==> config.mk <==
export PLATFORM = sky130hd
export DESIGN_NAME = host_bridge_config_and_shadow_decode_unit
export DESIGN_NICKNAME = d
export VERILOG_FILES = /design/src/hw/rtl/hbcsd_pkg.sv /design/src/hw/rtl/hbcsd_ram.sv /design/src/hw/rtl/host_bridge_config_and_shadow_decode_unit.sv
export SDC_FILE = /design/constraint.sdc
export NUM_CORES = 2
export LEC_CHECK = 0
export ABC_CLOCK_PERIOD_IN_PS = 21600
export BUFFER_PORTS_ARGS = -buffer_cell sky130_fd_sc_hd__buf_2
export CAP_MARGIN = 10
export CORE_ASPECT_RATIO = 0.9
export CORE_MARGIN = 3
export CORE_UTILIZATION = 30
export CTS_CLUSTER_SIZE = 40
export DETAILED_ROUTE_END_ITERATION = 8
export PLACE_DENSITY = 0.54
export SYNTH_ARGS = -nofsm -noshare
export SYNTH_HDL_FRONTEND = slang
export SYNTH_SLANG_ARGS = --single-unit
export TNS_END_PERCENT = 100
==> constraint.sdc <==
create_clock -name clk -period 21.6 [get_ports clk]
set_clock_uncertainty 0.15 [all_clocks]
set_input_delay 4.32 -clock clk [delete_from_list [all_inputs] [get_ports clk]]
set_output_delay 4.32 -clock clk [all_outputs]
set_load 0.05 [all_outputs]
==> src/hw/rtl/hbcsd_pkg.sv <==
`default_nettype none

package hbcsd_pkg;

	// request codes
	localparam logic [2:0] FN_CFG_RD   = 3'd0;
	localparam logic [2:0] FN_CFG_WR   = 3'd1;
	localparam logic [2:0] FN_SMM_ENTR = 3'd2;
	localparam logic [2:0] FN_SMM_EXIT = 3'd3;
	localparam logic [2:0] FN_DECODE   = 3'd4;

	localparam int NUM_REGIONS = 14;
	localparam int NUM_PAM     = 7;

	localparam logic [3:0] REGION_BIOS  = 4'd0;
	localparam logic [3:0] REGION_SMRAM = 4'd13;

	// routing bits: bit 0 read internal, bit 1 write internal
	localparam logic [1:0] ROUTE_EXT = 2'b00;
	localparam logic [1:0] ROUTE_INT = 2'b11;

	localparam logic [7:0] OFF_CMD_LO   = 8'h04;
	localparam logic [7:0] OFF_CMD_HI   = 8'h05;
	localparam logic [7:0] OFF_STS_LO   = 8'h06;
	localparam logic [7:0] OFF_STS_HI   = 8'h07;
	localparam logic [7:0] OFF_RO_LO    = 8'h10;
	localparam logic [7:0] OFF_RO_HI    = 8'h4E;
	localparam logic [7:0] OFF_PAM0     = 8'h59;
	localparam logic [7:0] OFF_PAM6     = 8'h5F;
	localparam logic [7:0] OFF_SMRAM    = 8'h72;
	localparam logic [7:0] ABSENT_BYTE  = 8'hFF;

	localparam logic [7:0] SMRAM_RESET  = 8'h02;
	localparam logic [7:0] SMRAM_WMASK  = 8'h78;
	localparam logic [7:0] SMRAM_FIXED  = 8'h02;
	localparam int         SMRAM_OPEN   = 6;
	localparam int         SMRAM_LOCK   = 4;
	localparam int         SMRAM_EN     = 3;

	localparam logic [19:0] ADDR_SMRAM_BASE  = 20'hA0000;
	localparam logic [19:0] ADDR_SHADOW_BASE = 20'hC0000;
	localparam logic [19:0] ADDR_BIOS_BASE   = 20'hF0000;
	// first 16 KiB block number of the shadow range, less one for region 1
	localparam logic [5:0]  SHADOW_BLK_BIAS  = 6'd47;

	typedef struct packed {
		logic [2:0]  func;
		logic [2:0]  function_number;
		logic [7:0]  reg_offset;
		logic [7:0]  write_byte;
		logic [19:0] mem_address;
		logic        mem_is_write;
	} req_t;

	typedef struct packed {
		logic [7:0] read_byte;
		logic       routed_internal;
		logic       in_managed_region;
	} rsp_t;

	// power-on contents of the configuration space
	function automatic logic [7:0] reset_byte(input logic [7:0] off);
		logic [7:0] b;
		case (off)
			8'h00: b = 8'h86;
			8'h01: b = 8'h80;
			8'h02: b = 8'h37;
			8'h03: b = 8'h12;
			8'h04: b = 8'h06;
			8'h06: b = 8'h80;
			8'h07: b = 8'h02;
			8'h0B: b = 8'h06;
			8'h51: b = 8'h84;
			8'h53: b = 8'h80;
			8'h57: b = 8'h01;
			8'h58: b = 8'h10;
			8'h60: b = 8'h01;
			8'h61: b = 8'h01;
			8'h62: b = 8'h01;
			8'h63: b = 8'h01;
			8'h64: b = 8'h01;
			8'h71: b = 8'h10;
			8'h72: b = SMRAM_RESET;
			default: b = 8'h00;
		endcase
		return b;
	endfunction

	// bytes that ignore config writes
	function automatic logic write_ignored(input logic [7:0] off);
		logic ign;
		ign = (off >= OFF_RO_LO) && (off <= OFF_RO_HI);
		case (off)
			8'h00, 8'h01, 8'h02, 8'h03,
			8'h08, 8'h09, 8'h0A, 8'h0B,
			8'h0C, 8'h0E: ign = 1'b1;
			default: ;
		endcase
		return ign;
	endfunction

endpackage

`default_nettype wire

==> src/hw/rtl/hbcsd_ram.sv <==
`default_nettype none

module hbcsd_ram #(
	parameter int WIDTH = 8,
	parameter int DEPTH = 256,
	localparam int AW = (DEPTH > 1) ? $clog2(DEPTH) : 1
) (
	input  wire logic             clk,
	input  wire logic             we,
	input  wire logic [AW-1:0]    waddr,
	input  wire logic [WIDTH-1:0] wdata,
	input  wire logic [AW-1:0]    raddr,
	output logic      [WIDTH-1:0] rdata
);

	logic [WIDTH-1:0] mem_q [DEPTH];

	always_ff @(posedge clk) begin
		if (we) begin
			mem_q[waddr] <= wdata;
		end
		rdata <= mem_q[raddr];
	end

endmodule

`default_nettype wire

==> src/hw/rtl/host_bridge_config_and_shadow_decode_unit.sv <==
`default_nettype none

// channel   ports               handshake
// -------   -----------------   ----------------------------------------
// request   req (req_t)         taken on start && !busy
// result    rsp (rsp_t)         valid for one cycle while done is high
//
// One word in, one word out, through an input register, then a result
// register. A new request is taken every cycle; busy stays low.
// Config bytes live in a 256x8 RAM with a valid bit per byte; an unwritten
// byte reads its power-on value, so no clearing pass runs after reset.
// A write followed at once by a read of the same byte is forwarded.
// The receiver cannot stall; results are never held back.

module host_bridge_config_and_shadow_decode_unit (
	input  wire logic           clk,
	input  wire logic           arst_n,
	input  wire logic           start,
	output logic                busy,
	input  wire hbcsd_pkg::req_t req,
	output logic                done,
	output hbcsd_pkg::rsp_t     rsp
);

	logic            accept;
	logic            v_s1;
	hbcsd_pkg::req_t req_s1;

	logic [255:0] valid_q;
	logic [7:0]   pam_q [hbcsd_pkg::NUM_PAM];
	logic [7:0]   smram_q;
	logic [1:0]   routing_q [hbcsd_pkg::NUM_REGIONS];

	logic [7:0]   pam_d [hbcsd_pkg::NUM_PAM];
	logic [7:0]   smram_d;
	logic [1:0]   routing_d [hbcsd_pkg::NUM_REGIONS];

	logic         ram_we;
	logic [7:0]   ram_wdata;
	logic [7:0]   ram_rdata;

	logic         byp_v_q;
	logic [7:0]   byp_addr_q;
	logic [7:0]   byp_data_q;

	logic         done_q;
	hbcsd_pkg::rsp_t rsp_q;
	hbcsd_pkg::rsp_t rsp_d;

	logic         cfg_wr;
	logic [7:0]   off;
	logic [7:0]   wd;
	logic [2:0]   pam_idx;
	logic [7:0]   pam_old;
	logic [3:0]   reg_lo;
	logic [3:0]   reg_hi;
	logic [7:0]   sm;
	logic [7:0]   cur_byte;
	logic [3:0]   blk_rel;
	logic [3:0]   region;
	logic [1:0]   route;

	assign busy   = 1'b0;
	assign accept = start && !busy;

	hbcsd_ram #(
		.WIDTH(8),
		.DEPTH(256)
	) u_cfg_ram (
		.clk  (clk),
		.we   (ram_we),
		.waddr(req_s1.reg_offset),
		.wdata(ram_wdata),
		.raddr(req.reg_offset),
		.rdata(ram_rdata)
	);

	always_comb begin
		off     = req_s1.reg_offset;
		wd      = req_s1.write_byte;
		cfg_wr  = v_s1 && (req_s1.func == hbcsd_pkg::FN_CFG_WR)
			&& (req_s1.function_number == 3'd0);
		pam_idx = 3'(off - hbcsd_pkg::OFF_PAM0);
		pam_old = pam_q[pam_idx];
		reg_lo  = 4'({pam_idx, 1'b0} - 4'd1);
		reg_hi  = 4'({pam_idx, 1'b0});

		pam_d     = pam_q;
		smram_d   = smram_q;
		routing_d = routing_q;
		ram_we    = cfg_wr && !hbcsd_pkg::write_ignored(off);
		ram_wdata = wd;

		// SMRAM byte: keep lock sticky, force open low and freeze enable once locked
		sm = (wd & hbcsd_pkg::SMRAM_WMASK) | hbcsd_pkg::SMRAM_FIXED;
		sm[hbcsd_pkg::SMRAM_LOCK] = sm[hbcsd_pkg::SMRAM_LOCK]
			| smram_q[hbcsd_pkg::SMRAM_LOCK];
		if (sm[hbcsd_pkg::SMRAM_LOCK]) begin
			sm[hbcsd_pkg::SMRAM_OPEN] = 1'b0;
			sm[hbcsd_pkg::SMRAM_EN]   = smram_q[hbcsd_pkg::SMRAM_EN];
		end

		case (off)
			hbcsd_pkg::OFF_CMD_LO: ram_wdata = {5'd0, 1'b1, wd[1], 1'b0};
			hbcsd_pkg::OFF_CMD_HI,
			hbcsd_pkg::OFF_STS_LO: ram_wdata = 8'h00;
			hbcsd_pkg::OFF_STS_HI: ram_wdata = 8'h02;
			hbcsd_pkg::OFF_SMRAM:  ram_wdata = sm;
			default: ;
		endcase

		if (cfg_wr) begin
			if (off == hbcsd_pkg::OFF_PAM0) begin
				pam_d[0] = wd;
				if (pam_q[0][7:4] != wd[7:4]) begin
					routing_d[hbcsd_pkg::REGION_BIOS] = wd[5:4];
				end
			end else if (off > hbcsd_pkg::OFF_PAM0 && off <= hbcsd_pkg::OFF_PAM6) begin
				pam_d[pam_idx] = wd;
				if (pam_old[3:0] != wd[3:0]) begin
					routing_d[reg_lo] = wd[1:0];
				end
				if (pam_old[7:4] != wd[7:4]) begin
					routing_d[reg_hi] = wd[5:4];
				end
			end else if (off == hbcsd_pkg::OFF_SMRAM) begin
				smram_d = sm;
				if (smram_q[hbcsd_pkg::SMRAM_OPEN] != sm[hbcsd_pkg::SMRAM_OPEN]) begin
					routing_d[hbcsd_pkg::REGION_SMRAM] = sm[hbcsd_pkg::SMRAM_OPEN]
						? hbcsd_pkg::ROUTE_INT : hbcsd_pkg::ROUTE_EXT;
				end
			end
		end

		if (v_s1 && smram_q[hbcsd_pkg::SMRAM_EN]) begin
			if (req_s1.func == hbcsd_pkg::FN_SMM_ENTR) begin
				routing_d[hbcsd_pkg::REGION_SMRAM] = hbcsd_pkg::ROUTE_INT;
			end else if (req_s1.func == hbcsd_pkg::FN_SMM_EXIT) begin
				routing_d[hbcsd_pkg::REGION_SMRAM] = hbcsd_pkg::ROUTE_EXT;
			end
		end
	end

	// result word
	always_comb begin
		if (byp_v_q && byp_addr_q == off) begin
			cur_byte = byp_data_q;
		end else if (valid_q[off]) begin
			cur_byte = ram_rdata;
		end else begin
			cur_byte = hbcsd_pkg::reset_byte(off);
		end

		blk_rel = 4'(req_s1.mem_address[19:14] - hbcsd_pkg::SHADOW_BLK_BIAS);
		if (req_s1.mem_address >= hbcsd_pkg::ADDR_BIOS_BASE) begin
			region = hbcsd_pkg::REGION_BIOS;
		end else if (req_s1.mem_address >= hbcsd_pkg::ADDR_SHADOW_BASE) begin
			region = blk_rel;
		end else begin
			region = hbcsd_pkg::REGION_SMRAM;
		end
		route = routing_q[region];

		rsp_d = '0;
		case (req_s1.func)
			hbcsd_pkg::FN_CFG_RD: begin
				rsp_d.read_byte = (req_s1.function_number != 3'd0)
					? hbcsd_pkg::ABSENT_BYTE : cur_byte;
			end
			hbcsd_pkg::FN_DECODE: begin
				if (req_s1.mem_address >= hbcsd_pkg::ADDR_SMRAM_BASE) begin
					rsp_d.in_managed_region = 1'b1;
					rsp_d.routed_internal   = req_s1.mem_is_write ? route[1] : route[0];
				end
			end
			default: ;
		endcase
	end

	always_ff @(posedge clk) begin
		if (accept) begin
			req_s1 <= req;
		end
		byp_addr_q <= off;
		byp_data_q <= ram_wdata;
		rsp_q      <= rsp_d;
	end

	always_ff @(posedge clk or negedge arst_n) begin
		if (!arst_n) begin
			v_s1    <= 1'b0;
			done_q  <= 1'b0;
			byp_v_q <= 1'b0;
			valid_q <= '0;
			smram_q <= hbcsd_pkg::SMRAM_RESET;
			for (int i = 0; i < hbcsd_pkg::NUM_PAM; i++) begin
				pam_q[i] <= 8'h00;
			end
			for (int i = 0; i < hbcsd_pkg::NUM_REGIONS; i++) begin
				routing_q[i] <= hbcsd_pkg::ROUTE_EXT;
			end
		end else begin
			v_s1    <= accept;
			done_q  <= v_s1;
			byp_v_q <= ram_we;
			if (ram_we) begin
				valid_q[off] <= 1'b1;
			end
			smram_q   <= smram_d;
			pam_q     <= pam_d;
			routing_q <= routing_d;
		end
	end

	assign done = done_q;
	assign rsp  = rsp_q;

	a_done_follows: assert property (@(posedge clk) disable iff (!arst_n)
		accept |=> ##1 done)
		else $error("result word missing two cycles after accept");

	a_no_spurious: assert property (@(posedge clk) disable iff (!arst_n)
		done |-> $past(accept, 2))
		else $error("result word without a request");

	a_lock_sticky: assert property (@(posedge clk) disable iff (!arst_n)
		$past(smram_q[hbcsd_pkg::SMRAM_LOCK]) |-> smram_q[hbcsd_pkg::SMRAM_LOCK])
		else $error("SMRAM lock bit cleared");

	a_locked_closed: assert property (@(posedge clk) disable iff (!arst_n)
		smram_q[hbcsd_pkg::SMRAM_LOCK] |-> !smram_q[hbcsd_pkg::SMRAM_OPEN])
		else $error("SMRAM open while locked");

	a_internal_managed: assert property (@(posedge clk) disable iff (!arst_n)
		done && rsp.routed_internal |-> rsp.in_managed_region)
		else $error("internal routing outside managed range");

endmodule

`default_nettype wire

==> flow_metrics.tcl <==
set metrics [dict create \
    critPathKind "input pin to flop" \
    p_int_mw 7.88 \
    drt_iter0_drc 4192 \
    critPathSlowestCell "buf_4" \
    die_area_um2 325000 \
    dp_hpwl_um 131000 \
    synth_cell_type_count 66 \
    grt-ovfl-total 0 \
    cts_max_level 4 \
    setup.worst_path.start_class "input pin" \
    utilization 0.351 \
    dieHeight_um 541 \
    p_leak_nw 38.0 \
    cts_tree "built" \
    crit_chain "buf_8, buf_4, buf_4, buf_4, mux4_2, mux4_2, mux4_2, mux4_2" \
    timing.fmax_ghz 0.109 \
    endpoint_kind "flop" \
    relSlewSlack 0.164 \
    postSynthCellCount 4442 \
    final_area_um2 111000 \
    hold_buffers 0 \
    grt_pass1_vias 46400 \
    wl_um 221000 \
    clkLatencyLatePin_ns 0.90 \
    yosys_warnings 0 \
    critPathTopFamily "buffers and inverters" \
    gp_congestion 0.808 \
    synthFlopType "edfxtp_1" \
    num_io_pins 58 \
    start_util 0.303 \
    seq_area_frac_synth 0.751 \
    cts_setup_buffers 0 \
    cts_root_buf "clkbuf_16" \
    syn2layout_area_growth_pct 15.9 \
    path_common_cell "mux4_2" \
    p_sw_frac 0.218 \
    grt_max_degree 106 \
    grt_antenna_before_repair 10 \
    syn_area_um2 95500 \
    setup-violations-final 0 \
    core_um2 315000 \
    clk_path_buf_depth 4 \
    numPortBuffers 42 \
    drv_slew 0 \
    clkTransAtPathRegs_ns 0.06 \
    ys_ff_latch 2457 \
    arrival_ns 9.79 \
    rsz0062_at_grt "no" \
    share_seq_of_total_power 0.529 \
    synth_enable_flop_cells 2077 \
    routedWlPerCell_um 23.2 \
    status "complete, no violations" \
    rows 195 \
    hold_viol_final 0 \
    cts_buffers 241 \
    required_ns 22.19 \
    cts-resized-gates 0 \
    drv_cap 0 \
    power_frac_clock 0.413 \
    path_buf_inv 4 \
    combPwrFrac 0.059 \
    max_stage_delay_ns 0.87 \
    postRouteAntennaNets 0 \
    syn_area_per_cell_um2 21.5 \
    hold_class "flop to flop" \
    gr-usage-all-layers 0.134 \
    drc 0 \
    clock_sinks 2457 \
    critPathMaxFanout 72 \
    fin_crit_ns 9.20 \
    worst_slew_pin_slew_ns 1.25 \
    p_per_area_nw_per_um2 91.0 \
    fin_tns_setup_ns 0 \
    vias 44600 \
    postSynth.asyncResetShare 0.141 \
    via_per_inst 4.69 \
    nNetsFinal 5138 \
    dieWidth_um 601 \
    firstDrtPassIters 7 \
    period_share 0.426 \
    grt_pass1_wl_um 324000 \
    p_switching_mw 2.19 \
    drive_gt1_frac 0.247 \
    place_area_um2 103000 \
    max-vdd-ir-drop_mv 0.0664 \
]
==> state kept, by name, indices dropped and copies added (netlist names) <==
signal / flops
u_cfg_ram.mem_q: 2048
valid_q: 256
pam_q: 56
routing_q: 28
req_s1: 13
rsp: 10
byp_addr_q: 8
byp_data_q: 8
off: 8
u_cfg_ram.rdata: 8
wd: 8
smram_q: 3
byp_v_q: 1
done: 1
v_s1: 1
==> synth_stat cells (all sizes together), types with 26 or more instances <==
| master | instances | area [um2] |
|---|---|---|
| nor2 | 211 | 797 |
| mux2i | 83 | 831 |
| o21ai | 26 | 130 |
| nand3 | 42 | 210 |
| dfxtp | 34 | 681 |
| mux2 | 88 | 991 |
| or2 | 189 | 1180 |
| clkbuf | 195 | 732 |
| buf | 118 | 557 |
| edfxtp | 2077 | 62400 |
| nand2 | 72 | 270 |
| dfrtp | 346 | 8660 |
| mux4 | 734 | 16500 |
==> cells by family (layout without fill, tap and decap cells) <==
group,after synthesis,count (layout),share of synthesized area
flops,2457,2457,0.751
mux,905,905,0.192
fa+ha+maj,8,8,0.00105
buf+inv,322,608,0.0138
compound gates,132,132,0.00901
other cells,1,566,0.0000393
simple gates,594,594,0.0312
xor+xnor,23,23,0.00211
==> per-stage QoR <==
step	setup slack [ns]	power [mW]	instances	hold WS, ns
floorplan	7.49	5.82	5002	0.193
global placement	11.23	6.01	9071	0.207
detailed placement	11.22	6.03	9074	0.211
CTS	12.19	10.2	9521	0.225
global route	11.92	10.4	9523	0.229
finish	12.40	10.1	9528	0.221
==> worst paths after layout <==
kind	start	end	slack, ns	cells after the start
max	req[29]	u_cfg_ram.rdata[5]$_DFF_P_	12.40	8
min	valid_q[50]$_DFFE_PN0P_	valid_q[50]$_DFFE_PN0P_	0.22	0
min reg2reg	valid_q[50]$_DFFE_PN0P_	valid_q[50]$_DFFE_PN0P_	0.22	0
min in group asynchronous	arst_n	routing_q[1]$_DFF_PN0_	3.34	1
max in group asynchronous	arst_n	valid_q[176]$_DFFE_PN0P_	15.67	3
max reg2reg	off[1]$_DFFE_PP_	u_cfg_ram.mem_q[133][3]$_DFFE_PP_	15.83	11
==> power by group through the flow <==
stage / Sequential [mW] / Clock [mW] / Combinational, mW
floorplan: 5.44 / 0 / 0.376
global placement: 5.42 / 0 / 0.593
detailed placement: 5.42 / 0 / 0.604
CTS: 5.32 / 4.27 / 0.605
global route: 5.33 / 4.47 / 0.639
finish: 5.32 / 4.15 / 0.593
==> layer usage <==
layer	part of all wire	track usage	wire, um	vias up
met1	0.44	0.190	98200	24200
met3	0.057	0.0235	12600	317
met5	0	0	0	-
li1	-	-	-	18900
met2	0.48	0.215	106000	1203
met4	0.023	0.0328	5080	0
==> layout make-up <==
class,count,area (um2)
Fill cell,29600,205000
Tap cell,4235,5300
Inverter,9,33.8
Sequential cell,2457,71700
Antenna cell,5,12.5
Timing Repair Buffer,152,1120
Clock inverter,96,901
Clock buffer,351,6900
Multi-Input combinational cell,2223,24700
==> cells in the final DEF (no fill, tap or decap), types with 19 or more instances in the layout <==
cell type  count
edfxtp_1    2077
mux4_2       734
conb_1       561
dfrtp_1      346
clkbuf_16    247
nor2_1       206
or2_1        177
buf_4        105
mux2i_1       83
nand2_1       72
clkbuf_1      71
mux2_1        52
nand3_1       36
mux2_2        36
buf_2         36
dfxtp_1       34
clkbuf_8      33
clkinv_2      30
clkinv_1      28
a21oi_1       24
o21ai_0       19
Power figures use the tool's default switching activity.
